==> config.mk <==
export PLATFORM = sky130hd
export DESIGN_NAME = xml_entity_escape_encoder_top
export DESIGN_NICKNAME = d
export VERILOG_FILES = /design/src/hdl/xee_pkg.sv /design/src/hdl/xml_entity_escape_encoder_top.sv
export SDC_FILE = /design/constraint.sdc
export NUM_CORES = 1
export LEC_CHECK = 0
export ABC_AREA = 1
export BUFFER_PORTS_ARGS = -buffer_cell sky130_fd_sc_hd__buf_4
export CELL_PAD_IN_SITES_DETAIL_PLACEMENT = 1
export CELL_PAD_IN_SITES_GLOBAL_PLACEMENT = 2
export CORE_MARGIN = 3
export CORE_UTILIZATION = 37
export CTS_BUF_LIST = sky130_fd_sc_hd__clkbuf_4 sky130_fd_sc_hd__clkbuf_8
export DETAILED_ROUTE_END_ITERATION = 7
export PLACE_DENSITY = 0.92
export SYNTH_ARGS = -nofsm -noshare
export SYNTH_HDL_FRONTEND = slang
export SYNTH_SLANG_ARGS = --single-unit
==> constraint.sdc <==
create_clock -name clk_i -period 6.7 [get_ports clk_i]
set_input_delay 0.67 -clock clk_i [delete_from_list [all_inputs] [get_ports clk_i]]
set_output_delay 0.67 -clock clk_i [all_outputs]
set_load 0.01 [all_outputs]
==> src/hdl/xee_pkg.sv <==
`timescale 1ns / 1ps
// ----------------------------------------------------------------------------
// xee_pkg
// Shared types, constants and character lookup for the XML escape encoder.
// ----------------------------------------------------------------------------
package xee_pkg;

  localparam int unsigned CharW = 16;
  localparam int unsigned IdxW  = 3;   // position inside a run of up to six

  // Register indexes on the configuration port
  localparam logic CFG_WIDE_HIGH = 1'b0;
  localparam logic CFG_HEX_UPPER = 1'b1;

  // Escape range limits
  localparam logic [CharW-1:0] CTRL_LIMIT = 16'h0020;
  localparam logic [CharW-1:0] PRINT_MAX  = 16'h007E;
  localparam logic [CharW-1:0] HIGH_LIMIT = 16'h00A0;

  localparam logic [CharW-1:0] CH_AMP  = 16'h0026;
  localparam logic [CharW-1:0] CH_LT   = 16'h003C;
  localparam logic [CharW-1:0] CH_GT   = 16'h003E;
  localparam logic [CharW-1:0] CH_QUOT = 16'h0022;

  typedef enum logic [2:0] {
    KIND_PLAIN,
    KIND_HEX,
    KIND_AMP,
    KIND_LT,
    KIND_GT,
    KIND_QUOT
  } kind_e;

  // Index of the final character of a run
  function automatic logic [IdxW-1:0] last_idx(input kind_e kind);
    logic [IdxW-1:0] r;
    unique case (kind)
      KIND_HEX:           r = 3'd5;
      KIND_AMP:           r = 3'd4;
      KIND_LT, KIND_GT:   r = 3'd3;
      KIND_QUOT:          r = 3'd5;
      default:            r = 3'd0;
    endcase
    return r;
  endfunction

  function automatic logic [7:0] hex_digit(input logic [3:0] nib, input logic upper);
    logic [7:0] r;
    if (nib < 4'd10) begin
      r = 8'h30 + {4'h0, nib};
    end else if (upper) begin
      r = 8'h37 + {4'h0, nib};
    end else begin
      r = 8'h57 + {4'h0, nib};
    end
    return r;
  endfunction

  // Character at position idx of the run for one input
  function automatic logic [CharW-1:0] run_char(input kind_e kind,
                                                input logic [CharW-1:0] code,
                                                input logic [IdxW-1:0] idx,
                                                input logic upper);
    logic [7:0] ch;
    ch = 8'h3B;  // ';' closes every entity
    unique case (kind)
      KIND_HEX: begin
        case (idx)
          3'd0:    ch = 8'h26;
          3'd1:    ch = 8'h23;
          3'd2:    ch = 8'h78;
          3'd3:    ch = hex_digit(code[7:4], upper);
          3'd4:    ch = hex_digit(code[3:0], upper);
          default: ch = 8'h3B;
        endcase
      end
      KIND_AMP: begin
        case (idx)
          3'd0:    ch = 8'h26;
          3'd1:    ch = 8'h61;
          3'd2:    ch = 8'h6D;
          3'd3:    ch = 8'h70;
          default: ch = 8'h3B;
        endcase
      end
      KIND_LT: begin
        case (idx)
          3'd0:    ch = 8'h26;
          3'd1:    ch = 8'h6C;
          3'd2:    ch = 8'h74;
          default: ch = 8'h3B;
        endcase
      end
      KIND_GT: begin
        case (idx)
          3'd0:    ch = 8'h26;
          3'd1:    ch = 8'h67;
          3'd2:    ch = 8'h74;
          default: ch = 8'h3B;
        endcase
      end
      KIND_QUOT: begin
        case (idx)
          3'd0:    ch = 8'h26;
          3'd1:    ch = 8'h71;
          3'd2:    ch = 8'h75;
          3'd3:    ch = 8'h6F;
          3'd4:    ch = 8'h74;
          default: ch = 8'h3B;
        endcase
      end
      default: ch = 8'h00;
    endcase
    return (kind == KIND_PLAIN) ? code : {8'h00, ch};
  endfunction

endpackage

==> src/hdl/xml_entity_escape_encoder_top.sv <==
`timescale 1ns / 1ps
// ----------------------------------------------------------------------------
// xml_entity_escape_encoder_top
// Escapes a stream of character code units into XML-safe character runs.
// ----------------------------------------------------------------------------
// channel   dir  tdata            tuser     tlast
// s_axis    in   code_unit[15:0]  -         string_end
// m_axis    out  out_char[15:0]   run_last  string_done
// cfg       in   cfg_we_i / cfg_idx_i / cfg_data_i, write only
//
// An accepted unit is classified into a run register; the output register
// then takes one character per cycle from it while the output is not stalled.
// Plain characters stream at one per cycle; an escaped unit's run of 4 to 6
// characters is drained by the single output register before the next unit.
// Reset clears both valid flags and loads the register defaults.
// A stalled output holds the run and back-pressures the input.
// ----------------------------------------------------------------------------
module xml_entity_escape_encoder_top
  import xee_pkg::*;
(
  input  logic             clk_i,
  input  logic             rst_ni,
  input  logic             s_axis_tvalid,
  output logic             s_axis_tready,
  input  logic [CharW-1:0] s_axis_tdata,   // [15:0] code_unit
  input  logic             s_axis_tlast,   // string_end
  output logic             m_axis_tvalid,
  input  logic             m_axis_tready,
  output logic [CharW-1:0] m_axis_tdata,   // [15:0] out_char
  output logic             m_axis_tuser,   // [0] run_last
  output logic             m_axis_tlast,   // string_done
  input  logic             cfg_we_i,
  input  logic             cfg_idx_i,
  input  logic             cfg_data_i
);

  logic wide_q, upper_q;

  logic             run_valid_q;
  kind_e            kind_q;
  logic [CharW-1:0] code_q;
  logic             done_q;
  logic [IdxW-1:0]  idx_q;

  logic             m_valid_q, m_user_q, m_last_q;
  logic [CharW-1:0] m_data_q;

  logic             out_free, at_last, s_acc, emit, esc;
  logic [CharW-1:0] code_in;
  kind_e            kind_d;

  always_ff @(posedge clk_i or negedge rst_ni) begin
    if (!rst_ni) begin
      wide_q  <= 1'b0;
      upper_q <= 1'b1;
    end else if (cfg_we_i) begin
      unique case (cfg_idx_i)
        CFG_WIDE_HIGH: wide_q  <= cfg_data_i;
        CFG_HEX_UPPER: upper_q <= cfg_data_i;
        default: ;
      endcase
    end
  end

  // Classify the incoming unit
  always_comb begin
    code_in = wide_q ? {8'h00, s_axis_tdata[7:0]} : s_axis_tdata;
    esc = (code_in < CTRL_LIMIT) ||
          (code_in > PRINT_MAX && (wide_q || code_in < HIGH_LIMIT));
    if (esc) begin
      kind_d = KIND_HEX;
    end else if (code_in == CH_AMP) begin
      kind_d = KIND_AMP;
    end else if (code_in == CH_LT) begin
      kind_d = KIND_LT;
    end else if (code_in == CH_GT) begin
      kind_d = KIND_GT;
    end else if (code_in == CH_QUOT) begin
      kind_d = KIND_QUOT;
    end else begin
      kind_d = KIND_PLAIN;
    end
  end

  assign out_free      = !m_valid_q || m_axis_tready;
  assign at_last       = (idx_q == last_idx(kind_q));
  assign emit          = run_valid_q && out_free;
  assign s_axis_tready = !run_valid_q || (out_free && at_last);
  assign s_acc         = s_axis_tvalid && s_axis_tready;

  always_ff @(posedge clk_i or negedge rst_ni) begin
    if (!rst_ni) begin
      run_valid_q <= 1'b0;
      idx_q       <= '0;
    end else if (s_acc) begin
      run_valid_q <= 1'b1;
      idx_q       <= '0;
    end else if (emit) begin
      if (at_last) begin
        run_valid_q <= 1'b0;
      end
      idx_q <= idx_q + 3'd1;
    end
  end

  always_ff @(posedge clk_i) begin
    if (s_acc) begin
      kind_q <= kind_d;
      code_q <= code_in;
      done_q <= s_axis_tlast;
    end
  end

  always_ff @(posedge clk_i or negedge rst_ni) begin
    if (!rst_ni) begin
      m_valid_q <= 1'b0;
    end else if (emit) begin
      m_valid_q <= 1'b1;
    end else if (m_axis_tready) begin
      m_valid_q <= 1'b0;
    end
  end

  always_ff @(posedge clk_i) begin
    if (emit) begin
      m_data_q <= run_char(kind_q, code_q, idx_q, upper_q);
      m_user_q <= at_last;
      m_last_q <= at_last && done_q;
    end
  end

  assign m_axis_tvalid = m_valid_q;
  assign m_axis_tdata  = m_data_q;
  assign m_axis_tuser  = m_user_q;
  assign m_axis_tlast  = m_last_q;

endmodule

Word level (Yosys, flattened, before mapping) --
Index checks and enable logic that the tools add are counted.
Storage, ports and cells: output and inout bits 20, bits in read-only memories 0, memories 0, logic and storage cells 86, bits of input ports 24, bits in latches 0, register bits after elaboration 45, RAM bits 0
Operators by class: $add $sub $neg 7, magnitude comparators 5, multiplexer cells 24, eq/ne operators 14, bitwise logic cells 1, divide/modulo/power cells 0, reductions and logical operators 22, $mul 0, shift operators 0
Operators by type and width (number):
- case mux 8 bit (5 select lines) | 2
- == test 16 x 6 -> 1 bit (second input constant) | 4
- case mux 7 bit (3 select lines) | 2
- 2-to-1 mux 8 bit | 5
- case mux 7 bit (5 select lines) | 1
- adder 6 x 4 -> 7 bit (first input constant) | 4
- case mux 7 bit (4 select lines) | 1
- adder 7 x 4 -> 8 bit (first input constant) | 2
- > comparator 16 x 7 -> 1 bit (second input constant) | 1
- less-than comparator 16 x 6 -> 1 bit (second input constant) | 1
- less-than comparator 16 x 8 -> 1 bit (second input constant) | 1
- 2-to-1 mux 16 bit | 1
- == test 3 x 2 -> 1 bit (second input constant) | 4
- 2-to-1 mux 3 bit | 4
- == test 3 bit (second input constant) | 3
- case mux 3 bit (3 select lines) | 1
- less-than comparator 4 bit (second input constant) | 2
- == test 3 x 1 -> 1 bit (second input constant) | 2
- logical NOT 3 bit | 2
- AND reduction 2 bit | 3
- nonzero test 2 bit | 3
- logical AND 1 bit | 5
- 2-to-1 mux 1 bit | 5
- logical OR 1 bit | 4
- other kinds (7) | 10

Depth between registers and ports, before layout --
word-level depth 9, mapped depth 10, mapped depth without buffers 10

Worst setup path before layout --
OpenSTA, ideal clock, no wires.
path type reg-to-reg, from register kind_q[1], to register code_q[0], enable pin, data required time 6296 ps, slack 4160 ps, cell stages (with the launch flop) 8, library setup time 404 ps, period minus slack after synthesis 2540 ps, arrival 2136 ps, buffers on the path 0, path through edfxtp_1 nor2_1 nand2_2 nand3_1 nand2_2 nor2_4 nand3_2 a21oi_1
On the way: cells in the longest elaborated chain, start to end 7, elaborated cells between the ends (all ways) 12, classes of those cells 6 x eq/ne; 1 x mux; 5 x reduce/logical
RTL lines:
- start: declaration | RTL line xml_entity_escape_encoder_top.sv:40 | kind_e kind_q;
- start signal: assignment | RTL line xml_entity_escape_encoder_top.sv:108 | kind_q <= kind_d;
- == test 3 bit, or another cell as far along | RTL line xee_pkg.sv:37 | unique case (kind)
- OR reduction 2 bit (on tied branches)
- case mux 3 bit (3 select lines) * | RTL line xee_pkg.sv:37
- == test 3 bit * | RTL line xml_entity_escape_encoder_top.sv:86 | assign at_last = (idx_q == last_idx(kind_q));
- logical AND 1 bit * | RTL line xml_entity_escape_encoder_top.sv:88 | assign s_axis_tready = !run_valid_q || (out_free && at_last);
- logical OR 1 bit * | RTL line xml_entity_escape_encoder_top.sv:88
- logical AND 1 bit * | RTL line xml_entity_escape_encoder_top.sv:89 | assign s_acc = s_axis_tvalid && s_axis_tready;
- named net s_acc | RTL line xml_entity_escape_encoder_top.sv:48 | logic out_free, at_last, s_acc, emit, esc;
- end signal: assignment | RTL line xml_entity_escape_encoder_top.sv:109 | code_q <= code_in;
- end: declaration | RTL line xml_entity_escape_encoder_top.sv:41 | logic [CharW-1:0] code_q;
The timed path passes the listed nets; every way through them passes the cells marked *. A chain may end at the register's enable or synchronous reset.

Final worst setup path --
from register kind_q[0], to register code_q[7], enable pin
Same word-level chain as after synthesis.

==> metrics.txt <==
most frequent CP cell nand2_2; Slew Limit Fails 0; Gates resized, CTS repair 0; slowest CP cell a21oi_2; vias per cell 4.88; largest net degree at the start of global routing 21; cell area after synthesis roughly 2700 µm²; P_leak 1.52 nW; number of routed nets with antenna violations 0; Post-synth EDFFs 38; CTS clock-pin slew for the worst setup and hold paths around 0.080 ns; Final Wtd Congestion about 0.86; CTS Hold Bufs 0; Initial Util 0.389; R2R depth 7; Die H slightly above 90 µm; setup bufs post-CTS 0; layout cell share with drive strength beyond 1 0.195; via count approximately 2,300; cell breakdown of the critical path nor2_1, nand2_2, nand3_1, nand2_2, nor2_4, nand3_2, a21oi_2; Core Region a little under 7000 µm²; DR pass1 iterations 4; Yosys top cell area share 0.425; initial drt markers just under 100; final HPWL from detailed placement between 5000 and 6000 µm; status complete, no violations; FF-to-FF setup slack between 4 and 5 ns; RSZ-0062 raised after global routing no; CTS Buf Count 5; Tot Pwr 1.25 mW; GRT Overall Usage 0.169; IO Port Bufs 43; Setup CP Type flop to flop; commonest cells after routing, fill and taps aside inv_1, nand2_1, nor2_1; ANT cells 0; syn avg cell area roughly 8.3 µm²; Synth area leader edfxtp_1; area grow syn2layout 19.0%; worst-margin pin slew roughly 1.0 ns; Synth Net Count ~350; Setup TNS 0 ns; Async S/R FF share, synth 0.156; Power Density 392 nW/µm²; Final setup viols 0; die width between 90 and 100 µm; R2R Path End code_q[7]; Unique masters post-synth 32; max_cap viols 0; Slew HR 0.301; # DRC 0; CP Data Arrival Time around 2.4 ns; total grt overflow 0; initial antenna violation count 0; first-pass GRT wire length 11,200 µm; worst path required time 6.61 ns; vias in the first global route 2,250; CP endpoint kind flop; most common cell after layout, fill and taps aside inv_1; Syn Inst Count about 320; std cell rows 30; H-tree Lvls 2; fin nets about 400; num ports 44; Routed WL per cell roughly 14 µm; Synth Warn # 0; r2r startpoint kind_q[0]; Hold Crit Class primary input to asynchronous set/reset pin; CTS root buf clkbuf_8; final WL roughly 6700 µm; Post-Route Skew a little under 0.008 ns; sequential-to-total area share from yosys stat 0.491; fin crit share 0.375; peak per-stage delay on the critical path roughly 0.84 ns; clk sink count 45; Final Hold Viols 0; number of synthesized register bits between 40 and 50; fmax 398 MHz; worst-case clock buffer depth 2; CTS tree done; worst-skew pair later-pin latency 0.29 ns; ranking of synthesized cells by area edfxtp_1, inv_1, nand2_1; full die area 8310 µm²; Top FF cell, synth edfxtp_1; startpoint types flop; worst vdd ir 146 µV; fin crit period ~2.5 ns; crit path max fanout 20
[stage by stage]
stage	util	worst slack, ns	instances	hold slack (ns)	area [µm²]
6_report	0.462	4.19	465	0.172	3190
5_1_grt	0.462	3.95	465	0.164	3190
4_1_cts	0.462	4.14	465	0.164	3190
3_5_place_dp	0.450	4.19	458	0.486	3110
3_3_place_gp	0.450	4.39	458	0.483	3110
2_1_floorplan	-	4.16	322	0.374	2680
[cells by family after synthesis]
kind of cell / Yosys count / synth area share
xor gates and xnor gates: 2 / 0.00653
adders and majority gates: 8 / 0.0373
AOI/OAI and AO/OA: 48 / 0.0956
DFF: 45 / 0.491
buffers and inverters: 64 / 0.0946
and+or+nand+nor: 155 / 0.275
[worst max-delay path by stage]
stage                          from    endpoint  slack, ns  cells after the start
after floorplan           kind_q[1]   code_q[0]       4.16                      7
after global placement    kind_q[2]      done_q       4.39                      7
after detailed placement  kind_q[1]  code_q[11]       4.19                      7
after CTS                 kind_q[0]   code_q[1]       4.14                      7
after global routing      kind_q[0]   code_q[1]       3.95                      7
final                     kind_q[0]   code_q[7]       4.19                      7
[power by group]
part	total (mW)	switching, mW	internal (mW)
Combinational	0.594	0.381	0.212
Sequential	0.490	0.0612	0.429
Clock	0.167	0.0904	0.0764
[sequential cells by signal, summed over array words and instances (netlist names)]
name           count
wide_q             1
m_axis_tvalid      1
m_axis_tuser       1
run_valid_q        1
upper_q            1
idx_q              3
kind_q             3
m_axis_tdata      16
code_q            16
m_axis_tlast       1
done_q             1
[cell type report]
class / count / area [µm²]
clock buffer: 6 / 76.3
clock inverter: 1 / 8.76
fill: 856 / 3710
inverter: 61 / 231
multi-input combinational: 213 / 1120
sequential: 45 / 1320
tap: 96 / 120
timing repair buffer: 43 / 323
[routing by layer]
layer  track usage  up-vias  part of all wire
li1              -     1144                 -
met1         0.228     1075              0.46
met2         0.281       47              0.49
met3        0.0282        4             0.034
met4        0.0427        0             0.010
met5             0        -                 0
[Yosys cell counts (4+ instances only)]
| master | number |
|---|---|
| o21ai_0 | 27 |
| a21oi_1 | 11 |
| nand4_1 | 11 |
| dfrtp_1 | 6 |
| nand2_4 | 4 |
| nand3_1 | 17 |
| nand2_2 | 5 |
| nor2_1 | 49 |
| nand2_1 | 58 |
| edfxtp_1 | 38 |
| inv_1 | 59 |
| ha_1 | 8 |
[worst max-delay path, delay by kind of cell, from the launching register on]
| kind | cells | cell delay [ns] |
|---|---|---|
| flip-flops | 1 | 0.50 |
| AO/OA/AOI/OAI | 1 | 0.84 |
| AND/OR/NAND/NOR | 6 | 0.78 |
(Power assumes the default switching activity.)
